**src/rtl/core/rmts_pkg.sv**
```systemverilog
// Shared constants, types and helpers for the rate-monotonic task scheduler.
package rmts_pkg;

  // Table depth and time counter width
  localparam int MAX_TASKS  = 16;
  localparam int TIME_WIDTH = 32;

  // Derived widths
  localparam int IDX_W  = (MAX_TASKS > 1) ? $clog2(MAX_TASKS) : 1;
  localparam int CFG_W  = 5;
  localparam int CMP_W  = (IDX_W + 1 > CFG_W) ? IDX_W + 1 : CFG_W;
  localparam int FLD_W  = 16;
  localparam int SLOT_W = 4;

  // Item opcodes
  localparam logic OP_LOAD = 1'b0;
  localparam logic OP_TICK = 1'b1;

  // Sequencer states
  typedef enum logic [2:0] {
    ST_IDLE,
    ST_LOAD,
    ST_START,
    ST_SCAN,
    ST_COMMIT
  } state_t;

  // Search token handed from cell to cell
  typedef struct packed {
    logic             live;
    logic             run;
    logic             best_v;
    logic [FLD_W-1:0] best_per;
    logic [IDX_W-1:0] best_idx;
    logic             and_rest;
  } tok_t;

  // Update broadcast from the sequencer to every cell
  typedef struct packed {
    logic             ld_we;
    logic [IDX_W-1:0] ld_slot;
    logic [FLD_W-1:0] ld_per;
    logic [FLD_W-1:0] ld_exec;
    logic [FLD_W-1:0] ld_jobs;
    logic             commit;
    logic [IDX_W-1:0] win_idx;
  } upd_t;

  // Per-cell status seen by the sequencer for the winning task
  typedef struct packed {
    logic                  finish;
    logic                  done_after;
    logic [TIME_WIDTH-1:0] nxt;
    logic [TIME_WIDTH-1:0] used;
  } stat_t;

  // Saturating add of a time value and an increment
  function automatic logic [TIME_WIDTH-1:0] sat_add(input logic [TIME_WIDTH-1:0] a,
                                                    input logic [TIME_WIDTH-1:0] b);
    logic [TIME_WIDTH:0] s;
    s = {1'b0, a} + {1'b0, b};
    return s[TIME_WIDTH] ? {TIME_WIDTH{1'b1}} : s[TIME_WIDTH-1:0];
  endfunction

endpackage

```
**src/rtl/core/rmts_cell.sv**
```systemverilog
// One task slot of the scheduler chain: task table entry, progress state and a search stage.
module rmts_cell import rmts_pkg::*; (
  input  logic                  clk,
  input  logic                  rst_n,
  input  logic [IDX_W-1:0]      cell_idx,
  input  logic                  active,
  input  logic [TIME_WIDTH-1:0] now,
  input  tok_t                  tok_in,
  output tok_t                  tok_out,
  input  upd_t                  upd,
  output stat_t                 stat
);

  logic [FLD_W-1:0]      per_r, exec_r, jobs_r;
  logic [FLD_W-1:0]      done_r, done_nxt;
  logic [FLD_W-1:0]      units_r, units_nxt;
  logic [TIME_WIDTH-1:0] rel_r, rel_nxt;
  tok_t                  tok_r, tok_nxt;

  logic [FLD_W-1:0] units_inc, done_inc;
  logic             is_done, elig, take;

  assign units_inc = units_r + FLD_W'(1);
  assign done_inc  = done_r + FLD_W'(1);
  assign is_done   = (done_r >= jobs_r);
  assign elig      = tok_in.run && active && !is_done && (rel_r <= now);
  assign take      = elig && (!tok_in.best_v || (per_r < tok_in.best_per));

  // status for the commit step when this cell wins
  always_comb begin
    stat.finish     = (units_inc >= exec_r);
    stat.done_after = (done_inc >= jobs_r);
    stat.nxt        = sat_add(rel_r, TIME_WIDTH'(per_r));
    stat.used       = sat_add(rel_r, TIME_WIDTH'(exec_r));
  end

  // search stage: compare against the best so far, fold done flags
  always_comb begin
    tok_nxt = tok_in;
    if (tok_in.live && active) begin
      if (take) begin
        tok_nxt.best_v   = 1'b1;
        tok_nxt.best_per = per_r;
        tok_nxt.best_idx = cell_idx;
        tok_nxt.and_rest = tok_in.and_rest && !tok_in.best_v;
      end else if (elig) begin
        tok_nxt.and_rest = 1'b0;
      end else begin
        tok_nxt.and_rest = tok_in.and_rest && is_done;
      end
    end
  end

  // progress state: load restarts, commit runs one unit
  always_comb begin
    done_nxt  = done_r;
    units_nxt = units_r;
    rel_nxt   = rel_r;
    if (upd.ld_we && (upd.ld_slot == cell_idx)) begin
      done_nxt  = '0;
      units_nxt = '0;
      rel_nxt   = '0;
    end else if (upd.commit && (upd.win_idx == cell_idx)) begin
      if (stat.finish) begin
        units_nxt = '0;
        done_nxt  = done_inc;
        rel_nxt   = stat.nxt;
      end else begin
        units_nxt = units_inc;
      end
    end
  end

  always_ff @(posedge clk) begin
    if (!rst_n) begin
      done_r  <= '0;
      units_r <= '0;
      rel_r   <= '0;
      tok_r   <= '0;
    end else begin
      done_r  <= done_nxt;
      units_r <= units_nxt;
      rel_r   <= rel_nxt;
      tok_r   <= tok_nxt;
    end
  end

  // task table entry
  always_ff @(posedge clk) begin
    if (upd.ld_we && (upd.ld_slot == cell_idx)) begin
      per_r  <= upd.ld_per;
      exec_r <= upd.ld_exec;
      jobs_r <= upd.ld_jobs;
    end
  end

  assign tok_out = tok_r;

endmodule

```
**config.mk**
```make
export PLATFORM = sky130hd
export DESIGN_NAME = rmts_cell
export DESIGN_NICKNAME = d
export VERILOG_FILES = /design/src/rtl/core/rmts_pkg.sv /design/src/rtl/core/rmts_cell.sv
export SDC_FILE = /design/constraint.sdc
export NUM_CORES = 1
export LEC_CHECK = 0
export BUFFER_PORTS_ARGS = -buffer_cell sky130_fd_sc_hd__buf_4
export CORE_MARGIN = 2
export CORE_UTILIZATION = 56
export CTS_CLUSTER_SIZE = 16
export DETAILED_ROUTE_END_ITERATION = 7
export GPL_TIMING_DRIVEN = 0
export PLACE_DENSITY = 0.81
export REMOVE_ABC_BUFFERS = 1
export SLEW_MARGIN = 20
export SYNTH_ARGS = -nofsm -noshare
export SYNTH_HDL_FRONTEND = slang
export SYNTH_SLANG_ARGS = --single-unit
```
**constraint.sdc**
```tcl
create_clock -name clk -period 7.1 [get_ports clk]
set_input_delay 0.355 -clock clk [delete_from_list [all_inputs] [get_ports clk]]
set_output_delay 0.355 -clock clk [all_outputs]
set_load 0.02 [all_outputs]
```
==> flow_summary.yaml <==
outcome:
  status: "finished clean"
power:
  pwr_density_cell_nw_per_um2: 153
  power.leakage_nw: 6.00
  irDropWorstVdd_v: 0.000166
grt:
  grt_pass1_wl_microns: 46500
  grt_pass1_vias: 9534
  grt_usage: 0.296
  globalRoute.totalOverflow: 0
  antenna_found_initial: 0
  grt_max_degree: 47
finish:
  area_growth_syn_to_layout_pct: 24.0
  final_nets: 1649
  fin_util: 0.707
  antenna_cells: 0
  drive_above_1_share: 0.218
  fin_cells: 1639
worst_setup_path:
  cp_top_family: "simple AND/OR/NAND/NOR gates"
  path_depth: 16
  cp-end-kind: "flop"
  crit_required_ns: 7.43
  slowest_delay_ns: 0.80
  cp_cell_sequence: "ha_1, nand3_1, nor3_1, and3_1, nand3_1, xnor2_1, ha_1, a21o_1, a21o_1, nand2b_1, inv_1, nor3_2, buf_4, buf_6, nand3_1, o221a_2"
  reg2reg_from: "units_r[0]"
  worstSetupPathType: "reg -> reg"
  cpMostUsedCell: "nand3_1"
  cp_num_buf_inv: 3
  path_max_fanout: 23
  critPathArrivalTime_ns: 5.43
  reg2reg_to: "rel_r[21]"
  slowest_stage: "nand2b_1"
  r2r_slack_ns: 2.00
  reg2regPathDepth: 16
  critical_path.startpoint_type: "flop"
timing:
  slew_violations: 0
  fmax_ghz: 0.196
  setup_violations: 0
  slew_headroom: 0.292
  worst_slack_ns: 2.00
  holdWs_ns: 0.0909
  fin_skew_ns: 0.0101
  rsz0062_at_grt: "no"
  hold_violations: 0
  tightest_slew_ns: 1.06
  setup_tns_ns: 0
  post-route-period-util: 0.718
  min_period_ns: 5.10
clock_tree:
  cts_inserted_buffers: 17
  clk_latency_ns: 0.44
  postCtsSetupBuffers: 0
  clkSinkCount: 136
  ctsRootBufferMaster: "clkbuf_16"
  path_clk_slew_ns: 0.06
  post_cts_resized: 0
  cts_tree: "yes"
  htreeDepth: 4
  hold_buffers: 0
  clock_path_buffers: 2
logic_synthesis:
  synth_edf_count: 48
  yosys_warnings: 0
  async_flop_share: 0
  ys_seq_area_frac: 0.314
  ys.flop_type: "dfxtp_1"
  syn_inst: 1197
  ys_ff_latch: 136
  avgSynthCellArea_sq_um: 8.53
  synth.distinct_cells: 75
  syn_area_sq_um: 10200
min_path:
  hp-class: "in -> reg"
  min_path_cells: 1
  hold_start: "upd[5]"
  hold_path_end: "jobs_r[0]"
route:
  vias: 9621
  drtIter0Drc: 721
  routedWlPerCell_microns: 17.3
  first_pass_iters: 7
  ant_nets: 0
  via_per_inst: 5.87
  drc: 0
  wl_microns: 28400
die:
  die_h_microns: 139
  ios: 211
  rows: 49
  die_w_microns: 139
  die_area_sq_um: 19300
  initial_core_util: 0.570
  core_area_sq_um: 17900
place:
  place_congestion: 0.950
  dp_cells: 1607
  place_ws_ns: 2.13
  port_buffers: 210
  dp_hpwl_microns: 21800
run:
  maxCapViolCount: 0
[report_power, final]
part	switching [W]	internal, W
sequential	0.00000945	0.000826
clock	0.000366	0.000516
combinational	0.000112	0.000104
[sequential cells by signal, summed over array words and instances (netlist names)]
register	cells
exec_r	16
jobs_r	16
rel_r	32
units_r	16
done_r	16
per_r	16
tok_out	24
[layout make-up]
type / instances / area [sq um]
Inverter: 93 / 349
Multi-Input combinational cell: 924 / 6500
Clock inverter: 15 / 151
Sequential cell: 136 / 3200
Fill cell: 1405 / 5250
Timing Repair Buffer: 225 / 1740
Tap cell: 229 / 287
Clock buffer: 17 / 425
[logic make-up after synthesis]
family / count (synthesis) / synth area share
multiplexers: 32 / 0.0326
XOR/XNOR: 83 / 0.0712
adder cells (fa/ha/maj): 131 / 0.162
buffers and inverters: 137 / 0.0537
flip-flops: 136 / 0.314
AO/OA/AOI/OAI: 279 / 0.175
AND/OR/NAND/NOR: 399 / 0.191
[synth_stat cells, types with 7 or more instances]
master	instances	area share
nor4_1	7	0.0043
or2_2	12	0.0074
edfxtp_1	48	0.14
a21o_1	19	0.014
a31oi_1	11	0.0067
nand2b_1	14	0.0086
ha_1	129	0.16
nand3_1	36	0.018
and3_1	15	0.0092
nand3b_1	8	0.0059
nor3_1	26	0.013
o211ai_1	8	0.0059
clkbuf_1	26	0.0096
buf_2	13	0.0064
o21ai_0	58	0.028
inv_1	93	0.034
o21a_1	13	0.0096
nor2_1	74	0.027
dfxtp_1	88	0.17
nand4_1	25	0.015
xnor2_1	33	0.028
xor2_1	50	0.043
a21oi_1	96	0.047
mux2i_1	22	0.022
nand2_1	146	0.054
nor2b_1	8	0.0049
mux2_2	10	0.011
[per-stage QoR]
stage               area [sq um]  power (W)
floorplan                  10000   0.000950
detailed placement         12100    0.00106
finish                     12700    0.00193
global route               12700    0.00200
CTS                        12600    0.00194
global placement           11900    0.00105
[worst max-delay path by stage]
stage                      to  slack, ns   startpoint
floorplan           rel_r[28]      -0.26  cell_idx[2]
global placement    rel_r[28]      -4.99  cell_idx[2]
detailed placement  rel_r[21]       2.13   units_r[0]
CTS                 rel_r[17]       2.10   units_r[0]
global route        rel_r[17]       1.67   units_r[0]
finish              rel_r[21]       2.00   units_r[0]
[layout by cell type (no fill, tap or decap), types with 5 or more instances in the layout]
cell,count
a31oi_1,11
nor2_1,74
dfxtp_1,88
ha_1,129
or3_1,5
clkinvlp_4,5
o2111ai_1,6
o211ai_1,8
nand4_1,25
a211o_1,6
xor2_1,50
nand3b_1,8
edfxtp_1,48
xnor2_1,33
a211oi_1,6
a22oi_1,5
or2_2,12
nand3_1,35
mux2i_1,22
nor4_1,6
a21o_1,19
clkbuf_16,17
nand2_1,146
nand2b_1,13
nor2b_1,7
buf_4,215
o21a_1,13
and2_1,5
nor3_1,25
mux2_2,10
inv_1,93
o21ai_0,58
a21oi_1,95
o21bai_1,6
and3_1,15
[metal layers]
| metal | GRT usage | share of wire |
|---|---|---|
| met1 | 0.368 | 0.41 |
| met2 | 0.506 | 0.48 |
| met3 | 0.0604 | 0.076 |
| met4 | 0.113 | 0.028 |
| met5 | 0 | 0 |
(Power assumes the default switching activity.)
